File: src/rtl/pngu_fifo.sv
// ----------------------------------------------------------------------------
// pngu_fifo
// two entry queue
// ----------------------------------------------------------------------------
module pngu_fifo #(
  parameter int unsigned WIDTH = 8
) (
  input  logic             clk_i,
  input  logic             rst_ni,
  input  logic             push_i,
  input  logic [WIDTH-1:0] wdata_i,
  output logic             full_o,
  input  logic             pop_i,
  output logic [WIDTH-1:0] rdata_o,
  output logic             empty_o
);

  logic [WIDTH-1:0] data_q [2];
  logic             wptr_q, rptr_q;
  logic [1:0]       cnt_q, cnt_d;
  logic             do_push, do_pop;

  assign full_o  = (cnt_q == 2'd2);
  assign empty_o = (cnt_q == 2'd0);
  assign do_push = push_i && !full_o;
  assign do_pop  = pop_i && !empty_o;
  assign rdata_o = data_q[rptr_q];

  always_comb begin
    cnt_d = cnt_q;
    if (do_push && !do_pop) cnt_d = cnt_q + 2'd1;
    if (!do_push && do_pop) cnt_d = cnt_q - 2'd1;
  end

  always_ff @(posedge clk_i or negedge rst_ni) begin
    if (!rst_ni) begin
      wptr_q <= 1'b0;
      rptr_q <= 1'b0;
      cnt_q  <= 2'd0;
    end else begin
      cnt_q <= cnt_d;
      if (do_push) wptr_q <= !wptr_q;
      if (do_pop)  rptr_q <= !rptr_q;
    end
  end

  always_ff @(posedge clk_i) begin
    if (do_push) begin
      data_q[wptr_q] <= wdata_i;
    end
  end

endmodule

File: config.mk
export PLATFORM = sky130hd
export DESIGN_NAME = pngu_fifo
export DESIGN_NICKNAME = d
export VERILOG_FILES = /design/src/rtl/pngu_fifo.sv
export SDC_FILE = /design/constraint.sdc
export NUM_CORES = 1
export LEC_CHECK = 0
export ABC_AREA = 0
export BUFFER_PORTS_ARGS = -buffer_cell sky130_fd_sc_hd__buf_2
export CORE_MARGIN = 4
export CORE_UTILIZATION = 48
export DETAILED_ROUTE_END_ITERATION = 16
export PLACE_DENSITY_LB_ADDON = 0.25
export SYNTH_ARGS = -nofsm -noshare
export SYNTH_HDL_FRONTEND = slang
export SYNTH_SLANG_ARGS = --single-unit
File: constraint.sdc
create_clock -name clk_i -period 1.9 [get_ports clk_i]
set_clock_uncertainty 0.15 [all_clocks]
set_input_delay 0.38 -clock clk_i [delete_from_list [all_inputs] [get_ports clk_i]]
set_output_delay 0.38 -clock clk_i [all_outputs]
set_load 0.02 [all_outputs]
==> results_tabular.tex <==
\begin{tabular}{lr}
\hline
Metric & Value \\
\hline
\multicolumn{2}{l}{\textbf{Status}} \\
Status & finished clean \\
\multicolumn{2}{l}{\textbf{Pwr}} \\
Relative contribution of combinational cells to total power & 37.1\% \\
Total power & 1.48 mW \\
Sequential group share of total power & 47.1\% \\
Share of total power in the clock network & 15.8\% \\
Power density normalized to cell area & 1550 nW/um2 \\
Cell-internal power & 0.983 mW \\
Leakage Power & 0.397 nW \\
Switch Pwr & 0.497 mW \\
Switching Fraction & 33.6\% \\
Peak supply drop & 0.788 mV \\
\multicolumn{2}{l}{\textbf{Clock tree}} \\
Clock Pin Slew Worst Setup and Hold Paths & 0.10 ns \\
Count of buffers added by post-CTS timing repair for setup & 0 \\
Number of buffers on the longest clock path & 2 \\
CTS tree & yes \\
Sinks on the clock net & 20 \\
Maximum level of the CTS H-tree & 1 \\
Clock buffer count from CTS & 3 \\
Root buffer cell & sky130\_fd\_sc\_hd\_\_clkbuf\_4 \\
Latest clock arrival within the worst-skew pair & 0.29 ns \\
\multicolumn{2}{l}{\textbf{Timing}} \\
Final setup violation count & 0 \\
Max Transition Viols Final & 0 \\
Final setup margin & 0.0664 ns \\
Max Freq & 0.545 GHz \\
Setup repair after global routing missed its margin & false \\
Setup TNS & 0 ns \\
Worst slew margin relative to its limit & 73.8\% \\
Time the final worst path needs with I/O delays and setup & 1.83 ns \\
Final Hold Vio Count & 0 \\
Slew at the pin closest to its max-slew limit & 0.393 ns \\
Crit share post-route & 96.5\% \\
\multicolumn{2}{l}{\textbf{Final layout}} \\
Final design area excluding fillers & 955 um2 \\
Number of nets in the layout & 84 \\
Fill cell instance count of the final layout & 122 \\
Area growth, synth to finish & 23.7\% \\
Share of post-route cells with drive strength above 1 & 52.9\% \\
Antenna Cells & 0 \\
\multicolumn{2}{l}{\textbf{Route}} \\
Drt wl/cell & 13.1 um \\
Remaining antenna violation count after routing & 0 \\
Count of TritonRoute iterations in the first routing pass & 2 \\
DRC violations left & 0 \\
Routed vias/inst & 4.98 \\
Total detailed-routing wirelength & 1.13 mm \\
Number of DRC markers after the initial detailed-route iteration & 5 \\
Total number of vias & 428 \\
\multicolumn{2}{l}{\textbf{Floorplan}} \\
Area of the core & 1510 um2 \\
Die outline area & 2310 um2 \\
I/O pin cnt & 22 \\
Cell Rows & 14 \\
Die Span X & 48.1 um \\
Height of the die & 48.1 um \\
Initial core utilization & 51.2\% \\
\multicolumn{2}{l}{\textbf{Synth}} \\
Cell types with the largest area share after synthesis & sky130\_fd\_sc\_hd\_\_edfxtp\_1 (62\%), sky130\_fd\_sc\_hd\_\_dfrtp\_1 (13\%), sky130\_fd\_sc\_hd\_\_mux2\_2 (12\%), sky130\_fd\_sc\_hd\_\_xnor2\_1 (3.4\%), sky130\_fd\_sc\_hd\_\_xor2\_1 (2.3\%) \\
Synth unique cells & 13 \\
Most instantiated cells after synthesis & sky130\_fd\_sc\_hd\_\_edfxtp\_1 (16), sky130\_fd\_sc\_hd\_\_mux2\_2 (8), sky130\_fd\_sc\_hd\_\_dfrtp\_1 (4) \\
Top FF cell, synth & sky130\_fd\_sc\_hd\_\_edfxtp\_1 \\
Number of nets in the synthesized netlist & 56 \\
Number of synthesized flops with an enable pin & 16 \\
Netlist area before placement & 772 um2 \\
Synth Instances & 43 \\
Share of the synthesized area in the top cell type & 62.2\% \\
Seq/Total Area, Yosys & 75.2\% \\
Warnings from Yosys & 0 \\
Cell taking the most area after synthesis & sky130\_fd\_sc\_hd\_\_edfxtp\_1 \\
Top-count cell post-synth & sky130\_fd\_sc\_hd\_\_edfxtp\_1 \\
Flip-flop and latch count after synthesis & 20 \\
Average footprint of a synthesized cell & 18.0 um2 \\
Post-synthesis async set-or-reset flop share & 20.0\% \\
\multicolumn{2}{l}{\textbf{Placement}} \\
Final weighted congestion of routability-driven global placement & 0.701 \\
Post-placement cell area & 907 um2 \\
Pre-CTS worst setup slack & 0.276 ns \\
Total of buffers placed on input and output ports & 21 \\
Post-DP HPWL & 881 um \\
\multicolumn{2}{l}{\textbf{Setup path}} \\
Critical Setup Path Class & reg -> out \\
Beginning of the worst register-to-register path & cnt\_q[0] \\
Required time of the critical path & 1.37 ns \\
Data arrival, critical path & 1.30 ns \\
Maximum fanout encountered on the critical timing path & 9 \\
Origin of the worst setup path & rptr\_q \\
Kind of start point of the critical path & flop \\
Minimum setup slack among reg-to-reg paths & 0.36 ns \\
Worst setup EP type & primary output \\
\multicolumn{2}{l}{\textbf{GRT}} \\
Remaining global-route overflow & 0 \\
Pin count of the biggest net entering global routing & 12 \\
Global-route wire length before repair & 1.68 mm \\
Via count of the first global-routing pass & 406 \\
Total global routing track utilization & 10.8\% \\
Antenna violations before repair & 0 \\
\multicolumn{2}{l}{\textbf{Worst hold path}} \\
Worst min-delay path class & in -> reg \\
Hold Startpoint & wdata\_i[3] \\
\multicolumn{2}{l}{\textbf{Run}} \\
Max cap viols & 0 \\
\hline
\end{tabular}
[logic make-up (layout without fill, tap and decap cells)]
kind of cell | after synthesis | in the layout | share of synthesized area (%)
muxes | 8 | 8 | 11.7
xor gates and xnor gates | 5 | 5 | 5.67
adders and majority gates | 1 | 1 | 1.62
DFF | 20 | 20 | 75.2
buffers and inverters | 2 | 29 | 1.13
and+or+nand+nor | 7 | 7 | 4.70
[layout make-up]
| type | count | area [um2] | area share [%] |
|---|---|---|---|
| Sequential cell | 20 | 582 | 60.9 |
| Timing Repair Buffer | 24 | 130 | 13.6 |
| Inverter | 1 | 3.75 | 0.393 |
| Clock buffer | 4 | 36.3 | 3.80 |
| Multi-Input combinational cell | 21 | 183 | 19.1 |
| Tap cell | 16 | 20.0 | 2.10 |
[power by group through the flow]
stage	clock [mW]	sequential (mW)	combinational [mW]
2_1_floorplan	0	0.660	0.429
3_3_place_gp	0	0.705	0.547
3_5_place_dp	0	0.707	0.557
4_1_cts	0.240	0.701	0.563
5_1_grt	0.260	0.714	0.597
6_report	0.234	0.697	0.550
[metrics by stage]
step	util, %	instances	hold WS, ns
after floorplan	-	43	-0.0656
after global routing	63.4	86	0.105
after CTS	63.4	86	0.116
after global placement	60.2	81	0.0424
after detailed placement	60.2	81	0.0410
final	63.4	86	0.127
[critical path, cell delays in order, from the launching register on]
cell                      delay, ns
sky130_fd_sc_hd__dfrtp_2       0.49
sky130_fd_sc_hd__mux2_2        0.36
sky130_fd_sc_hd__buf_2         0.16
[registers in the layout, summed over array words and instances, names as in the netlist]
register / count
cnt_q: 2
wptr_q: 1
data_q: 16
rptr_q: 1
[cells in the final DEF (no fill, tap or decap), types with 2 or more instances in the layout]
master,Yosys,routed
sky130_fd_sc_hd__buf_2,1,21
sky130_fd_sc_hd__buf_4,0,2
sky130_fd_sc_hd__clkbuf_4,0,3
sky130_fd_sc_hd__dfrtp_1,4,3
sky130_fd_sc_hd__edfxtp_1,16,16
sky130_fd_sc_hd__mux2_2,8,8
sky130_fd_sc_hd__nor2_1,3,3
sky130_fd_sc_hd__xnor2_1,3,3
sky130_fd_sc_hd__xor2_1,2,2
[what timing repair did]
action / CTS / global route
gates resized for setup: 1 / 0
hold buffers: 1 / 0
endpoints found under the setup margin: 8 / 0
endpoints found under the hold margin: 4 / 0
[path summary, 6_finish.rpt]
path	end	cells past startpoint
setup / recovery	rdata_o[5]	2
hold / removal	data_q[1][3]	1
setup reg to reg	cnt_q[1]	5
hold reg to reg	wptr_q	1
max in group asynchronous	rptr_q	2
min in group asynchronous	cnt_q[1]	2
[routing by layer]
layer / wire (um) / up-vias / GRT usage [%] / part of all wire [%]
met1: 452 / 205 / 12.9 / 40
met4: 0 / 0 / 3.23 / 0
met5: 0 / - / 0 / 0
met3: 72 / 0 / 4.43 / 6.4
li1: - / 213 / - / -
met2: 602 / 10 / 17.9 / 53
Power figures use the tool's default switching activity.
