$ cat config.mk
export PLATFORM = sky130hd
export DESIGN_NAME = pngu_front
export DESIGN_NICKNAME = d
export VERILOG_FILES = /design/src/rtl/pngu_pkg.sv /design/src/rtl/pngu_front.sv
export SDC_FILE = /design/constraint.sdc
export NUM_CORES = 1
export LEC_CHECK = 0
export BUFFER_PORTS_ARGS = -buffer_cell sky130_fd_sc_hd__buf_2
export CAP_MARGIN = 20
export CORE_UTILIZATION = 35
export DETAILED_ROUTE_END_ITERATION = 10
export PLACE_DENSITY = 0.65
export SYNTH_ARGS = -nofsm -noshare
export SYNTH_HDL_FRONTEND = slang
export SYNTH_SLANG_ARGS = --single-unit
$ cat constraint.sdc
create_clock -name clk_i -period 3.4 [get_ports clk_i]
set_clock_uncertainty 0.15 [all_clocks]
set_input_delay 0 -clock clk_i [delete_from_list [all_inputs] [get_ports clk_i]]
set_output_delay 0 -clock clk_i [all_outputs]
set_load 0.1 [all_outputs]
$ cat src/rtl/pngu_pkg.sv
// ----------------------------------------------------------------------------
// pngu_pkg
// shared types, codes and helpers of the png scanline unfilter block
// ----------------------------------------------------------------------------
package pngu_pkg;

  localparam int unsigned MAX_WIDTH_DEF     = 2048;
  localparam int unsigned ROW_BYTES_DEF     = 8192;
  localparam int unsigned PALETTE_DEPTH_DEF = 256;

  localparam logic [2:0] MODE_GRAY       = 3'd0;
  localparam logic [2:0] MODE_RGB        = 3'd1;
  localparam logic [2:0] MODE_INDEXED    = 3'd2;
  localparam logic [2:0] MODE_GRAY_ALPHA = 3'd3;
  localparam logic [2:0] MODE_RGBA       = 3'd4;

  localparam logic [2:0] FILT_NONE  = 3'd0;
  localparam logic [2:0] FILT_SUB   = 3'd1;
  localparam logic [2:0] FILT_UP    = 3'd2;
  localparam logic [2:0] FILT_AVG   = 3'd3;
  localparam logic [2:0] FILT_PAETH = 3'd4;

  localparam logic [2:0] CFG_WIDTH     = 3'd0;
  localparam logic [2:0] CFG_HEIGHT    = 3'd1;
  localparam logic [2:0] CFG_MODE      = 3'd2;
  localparam logic [2:0] CFG_KEY_EN    = 3'd3;
  localparam logic [2:0] CFG_KEY_RED   = 3'd4;
  localparam logic [2:0] CFG_KEY_GREEN = 3'd5;
  localparam logic [2:0] CFG_KEY_BLUE  = 3'd6;

  localparam logic [7:0] ALPHA_OPAQUE = 8'd255;

  typedef struct packed {
    logic [11:0] image_width;
    logic [15:0] image_height;
    logic [2:0]  color_mode;
    logic        key_enable;
    logic [7:0]  key_red;
    logic [7:0]  key_green;
    logic [7:0]  key_blue;
  } cfg_t;

  typedef struct packed {
    logic       func;
    logic [7:0] stream_byte;
    logic [7:0] entry_index;
    logic [7:0] entry_red;
    logic [7:0] entry_green;
    logic [7:0] entry_blue;
    logic [7:0] entry_alpha;
  } in_word_t;

  typedef struct packed {
    logic [7:0] red;
    logic [7:0] green;
    logic [7:0] blue;
    logic [7:0] alpha;
    logic       row_end;
    logic       image_end;
    logic       bad_filter;
  } out_word_t;

  typedef enum logic [1:0] {
    OP_PIX,
    OP_PAL,
    OP_BAD
  } op_kind_e;

  typedef struct packed {
    op_kind_e   kind;
    logic [2:0] filt;
    logic       upper_ok;
    logic       first;
    logic [1:0] chan;
    logic       emit;
    logic       row_end;
    logic       image_end;
    in_word_t   word;
  } op_t;

  function automatic logic [2:0] channels(logic [2:0] mode);
    logic [2:0] n;
    case (mode)
      MODE_RGB:        n = 3'd3;
      MODE_GRAY_ALPHA: n = 3'd2;
      MODE_RGBA:       n = 3'd4;
      default:         n = 3'd1;
    endcase
    return n;
  endfunction

  function automatic logic [7:0] paeth(logic [7:0] a, logic [7:0] b, logic [7:0] c);
    logic signed [9:0] da;
    logic signed [9:0] db;
    logic signed [9:0] dc;
    logic [7:0]        r;
    da = $signed({2'b00, b}) - $signed({2'b00, c});
    db = $signed({2'b00, a}) - $signed({2'b00, c});
    dc = da + db;
    if (da < 0) da = -da;
    if (db < 0) db = -db;
    if (dc < 0) dc = -dc;
    if (da <= db && da <= dc) r = a;
    else if (db <= dc)        r = b;
    else                      r = c;
    return r;
  endfunction

endpackage

$ cat src/rtl/pngu_front.sv
// ----------------------------------------------------------------------------
// pngu_front
// takes stream words, tracks filter bytes, rows and columns, issues ops
// ----------------------------------------------------------------------------
module pngu_front #(
  parameter int unsigned MAX_WIDTH = pngu_pkg::MAX_WIDTH_DEF,
  parameter int unsigned ROW_BYTES = pngu_pkg::ROW_BYTES_DEF,
  localparam int unsigned COL_W = $clog2(ROW_BYTES)
) (
  input  logic               clk_i,
  input  logic               rst_ni,
  input  pngu_pkg::cfg_t     cfg_i,
  input  logic               push_i,
  input  pngu_pkg::in_word_t in_word_i,
  input  logic               q_full_i,
  output logic               q_push_o,
  output pngu_pkg::op_t      q_op_o,
  output logic [COL_W-1:0]   q_col_o
);

  localparam logic [17:0] CAP1  = 18'(ROW_BYTES);
  localparam logic [17:0] CAP2  = 18'(ROW_BYTES / 2);
  localparam logic [17:0] CAP3  = 18'(ROW_BYTES / 3);
  localparam logic [17:0] CAP4  = 18'(ROW_BYTES / 4);
  localparam logic [17:0] WMAX  = 18'(MAX_WIDTH);

  logic             await_q, err_q;
  logic [2:0]       filt_q;
  logic [COL_W-1:0] col_q;
  logic [15:0]      row_q;
  logic [1:0]       col_mod3_q;

  logic             acc;
  logic [2:0]       ch;
  logic [1:0]       chan;
  logic [17:0]      wv, stride, colp1;
  logic [16:0]      hv, rowp1;
  logic             row_end, last_row, last_ch, bad;

  assign acc = push_i && !q_full_i;
  assign ch  = pngu_pkg::channels(cfg_i.color_mode);
  assign bad = (in_word_i.stream_byte > 8'd4);

  always_comb begin
    wv = (cfg_i.image_width == 12'd0) ? 18'd1 : {6'd0, cfg_i.image_width};
    if (wv > WMAX) wv = WMAX;
    case (ch)
      3'd2:    if (wv > CAP2) wv = CAP2;
      3'd3:    if (wv > CAP3) wv = CAP3;
      3'd4:    if (wv > CAP4) wv = CAP4;
      default: if (wv > CAP1) wv = CAP1;
    endcase
    case (ch)
      3'd2:    stride = wv << 1;
      3'd3:    stride = wv + (wv << 1);
      3'd4:    stride = wv << 2;
      default: stride = wv;
    endcase
  end

  // channel slot of the byte is the column modulo the channel count
  always_comb begin
    case (ch)
      3'd2:    chan = {1'b0, col_q[0]};
      3'd3:    chan = col_mod3_q;
      3'd4:    chan = col_q[1:0];
      default: chan = 2'd0;
    endcase
  end

  assign colp1    = 18'(col_q) + 18'd1;
  assign row_end  = (colp1 >= stride);
  assign hv       = (cfg_i.image_height == 16'd0) ? 17'd1 : {1'b0, cfg_i.image_height};
  assign rowp1    = {1'b0, row_q} + 17'd1;
  assign last_row = (rowp1 >= hv);
  assign last_ch  = ({1'b0, chan} == (ch - 3'd1));

  always_comb begin
    q_op_o           = '0;
    q_op_o.word      = in_word_i;
    q_op_o.filt      = filt_q;
    q_op_o.upper_ok  = (row_q != 16'd0);
    q_op_o.first     = (col_q == '0);
    q_op_o.chan      = chan;
    q_op_o.emit      = last_ch || row_end;
    q_op_o.row_end   = row_end;
    q_op_o.image_end = row_end && last_row;
    q_op_o.kind      = pngu_pkg::OP_PIX;
    q_push_o         = 1'b0;
    if (acc) begin
      if (in_word_i.func) begin
        q_op_o.kind = pngu_pkg::OP_PAL;
        q_push_o    = 1'b1;
      end else if (!err_q) begin
        if (await_q) begin
          q_op_o.kind = pngu_pkg::OP_BAD;
          q_push_o    = bad;
        end else begin
          q_push_o = 1'b1;
        end
      end
    end
  end

  assign q_col_o = col_q;

  always_ff @(posedge clk_i or negedge rst_ni) begin
    if (!rst_ni) begin
      await_q    <= 1'b1;
      err_q      <= 1'b0;
      filt_q     <= pngu_pkg::FILT_NONE;
      col_q      <= '0;
      row_q      <= '0;
      col_mod3_q <= '0;
    end else if (acc && !in_word_i.func && !err_q) begin
      if (await_q) begin
        if (bad) begin
          err_q <= 1'b1;
        end else begin
          filt_q     <= in_word_i.stream_byte[2:0];
          await_q    <= 1'b0;
          col_q      <= '0;
          col_mod3_q <= '0;
        end
      end else begin
        if (row_end) begin
          await_q    <= 1'b1;
          col_q      <= '0;
          col_mod3_q <= '0;
          row_q      <= last_row ? 16'd0 : rowp1[15:0];
        end else begin
          col_q      <= colp1[COL_W-1:0];
          col_mod3_q <= (col_mod3_q == 2'd2) ? 2'd0 : col_mod3_q + 2'd1;
        end
      end
    end
  end

endmodule

==> flow_summary_export.csv <==
group,metric,value,unit
timing,max_freq,256,MHz
hold_path,hp-class,"in2reg",
pwr,total_leakage_power,3.09,nW
cts,worstSkewPairLatency,0.28,ns
synthesis,yosysSeqAreaShare,19.9,%
drt,route.detailed.drc,0,
synthesis,synth_ff_type,"dfrtp_1",
timing,setup_viol,35,
pwr,vdd_drop_max,0.312,mV
floorplan,die_w,116,um
timing,rsz0062_at_grt,"true",
timing,tightestPinTransition,0.989,ns
flow_run,drv_cap,0,
synthesis,yosys.area.top_type,"dfrtp_1",
synthesis,synth.area.top_cells,"dfrtp_1 (19%), ha_1 (13%), buf_4 (8.4%)",
placement,place_area,0.00539,mm2
global_routing,met3_usage,2.14,%
synthesis,yosysTopAreaCellShare,19.3,%
final_layout,antenna_cells,0,
drt,drtAntennaViolNets,0,
cts,cts.sinks,36,
synthesis,synth_most_common_cell,"buf_4",
setup_path,max_stage_delay,0.35,ns
global_routing,grt_pass1_vias,4682,
synthesis,syn_inst,568,
drt,wl_per_cell,14.5,um
setup_path,critPathLaunchType,"input pin",
global_routing,met2_usage,38.0,%
drt,postRouteWirelength,13.2,mm
setup_path,crit_top_cell,"buf_6",
status,status,"complete, but fails checks",
drt,first_iter_violations,131,
setup_path,critPathSlowestCell,"fa_2",
final_layout,fin_area,0.00644,mm2
placement,io_buffer_count,78,
floorplan,die_area,0.0134,mm2
final_layout,area_delta_synth_final,41.9,%
setup_path,crit_required,3.47,ns
drt,drtPass1Iterations,4,
setup_path,r2r-start,"q_col_o[0]",
floorplan,initial_core_util,36.0,%
final_layout,fin_nets,896,
global_routing,grt.overflow.total,0,
synthesis,syn_area,0.00454,mm2
drt,vias_per_cell,5.20,
timing,hold_viol,0,
cts,clockRootBuffer,"clkbuf_16",
synthesis,yosys_warnings,0,
synthesis,synth_nets,724,
setup_path,cp_cell_sequence,"buf_8 -> nor4_4 -> nand3_2 -> a21oi_2 -> ha_2 -> inv_2 -> fa_2 -> nor2b_2 -> o31a_1 -> o31a_1 -> o21ai_1 -> mux2i_1 -> a311o_1 -> ha_1 -> a21oi_2 -> nor2_1 -> a211o_1 -> buf_6 -> a22oi_2 -> buf_6 -> buf_6 -> o21bai_1 -> a22o_1",
setup_path,r2r_end,"row_q[6]",
pwr,p_per_area,371,mW/mm2
global_routing,grt_pass1_wl,21.2,mm
global_routing,grt-busiest-layer,"met2",
final_layout,drive_gt1_share,33.7,%
floorplan,num_rows,41,
placement,place_inst,835,
setup_path,reg2reg_depth,17,
synthesis,synthTopCellsByCount,"buf_4 (51), ha_1 (46), inv_1 (44)",
cts,path_clk_slew,0.06,ns
pwr,finalPower,2.39,mW
setup_path,endpoint_kind,"flip-flop",
placement,finalWeightedCongestion,0.894,
floorplan,core,0.0126,mm2
cts,cts_tree,"yes",
final_layout,instances_no_fill,913,
cts,cts_inserted_buffers,5,
timing,worst_slack,-0.507,ns
cts,htree_levels,2,
global_routing,grt_max_degree,37,
cts,cts_buffer_depth,2,
floorplan,ios,184,
setup_path,crit_start,"cfg_i[54]",
global_routing,use_met1,21.8,%
synthesis,ys_types,68,
setup_path,crit_end,"row_q[6]",
synthesis,synthArstFlopShare,100,%
placement,dp_hpwl,10.0,mm
setup_path,arrival,3.98,ns
timing,fin_tns_setup,-15.04,ns
status,violations,"setup timing",
timing,period_share,115,%
hold_path,hold_depth,6,
setup_path,worstPathMaxFanout,7,
setup_path,critPathKind,"in2reg",
timing,max_slew_margin,33.9,%
timing,slew_violations,0,
global_routing,grt_usage,19.8,%
setup_path,r2r_slack,0.08,ns
floorplan,fp.dieH,116,um
timing,min_period,3.91,ns
drt,num_vias,4748,
synthesis,syn_avg_cell_area,7.99,um2
synthesis,synth_seq_cells,36,
global_routing,antenna_found_initial,0,
synthesis,synth_edf_count,0,
how the worst min path moves through the flow:
stage	start	slack (ns)	end
after floorplan	rst_ni	-0.45	col_mod3_q[0]
after global placement	in_word_i[12]	-0.15	q_op_o[12]
after detailed placement	in_word_i[12]	-0.15	q_op_o[12]
after CTS	in_word_i[45]	0.06	await_q
after global routing	in_word_i[48]	0.09	await_q
final	in_word_i[45]	0.07	await_q
worst max-delay path: cells and delay by family:
kind            cells  cell delay, ns
mux                 1            0.12
buf+inv             5            0.57
compound gates     10            1.79
simple gates        4            0.62
fa+ha+maj           3            0.88
power breakdown:
part | internal (mW) | leakage (nW) | total, mW | switching, mW
Combinational | 0.417 | 2.53 | 1.32 | 0.904
Clock | 0.344 | 0.0798 | 0.527 | 0.183
Sequential | 0.484 | 0.473 | 0.544 | 0.0607
Total | 1.24 | 3.09 | 2.39 | 1.15
per-layer routing:
metal | vias up | wire [um]
li1 | 2334 | -
met1 | 2232 | 5280
met2 | 154 | 6990
met3 | 28 | 569
met4 | 0 | 403
met5 | - | 0
state kept, by name, indices dropped and copies added, names as in the netlist:
name and count:
row_q 16, q_col_o 13, filt_q 3, col_mod3_q 2, await_q 1, err_q 1
placed cells by master (no fill, tap or decap), types with 9 or more instances in the layout:
| cell | netlist | layout |
|---|---|---|
| dfrtp_1 | 35 | 29 |
| o21ai_0 | 33 | 24 |
| dlygate4sd3_1 | 0 | 48 |
| nor4_1 | 11 | 9 |
| nand3_1 | 20 | 16 |
| buf_2 | 4 | 72 |
| a211oi_1 | 9 | 9 |
| a21oi_1 | 31 | 26 |
| inv_1 | 44 | 42 |
| nor2_1 | 32 | 32 |
| buf_6 | 3 | 18 |
| xnor2_1 | 21 | 21 |
| nor3_1 | 12 | 10 |
| a22o_1 | 17 | 17 |
| nand2b_1 | 11 | 11 |
| buf_4 | 51 | 90 |
| ha_1 | 46 | 45 |
| nand2_1 | 41 | 36 |
| nor2b_1 | 15 | 13 |
| nand4_1 | 13 | 13 |
logic make-up after synthesis:
kind of cell,after synthesis,synth area share [%]
compound gates,144,21.8
xor+xnor,29,5.59
fa+ha+maj,47,13.1
buf+inv,112,14.1
flops,36,19.9
mux,10,2.34
simple gates,190,23.2
layout make-up:
cell class                 count  area, um2
fill                        1192       6180
sequential                    36        915
multi-input combinational    420       3170
clock buffer                   5        125
clock inverter                 3       42.5
inverter                      44        168
timing repair buffer         233       1810
tap                          172        215
per-stage QoR:
stage	setup slack, ns	hold WS, ns	utilization (%)
6_report	-0.507	0.0662	51.1
5_1_grt	-0.694	0.0926	51.1
4_1_cts	-0.424	0.0578	50.7
3_5_place_dp	-0.900	-0.149	42.7
3_3_place_gp	-0.697	-0.149	42.7
2_1_floorplan	-0.359	-0.446	-
timing repair:
action,in CTS,in global routing
pin swaps,18,5
endpoints found under the setup margin,35,35
buffers inserted,21,1
hold endpoints to repair,80,0
gates resized for setup,55,13
gates cloned,2,0
hold buffers,48,0
(Power assumes the default switching activity.)
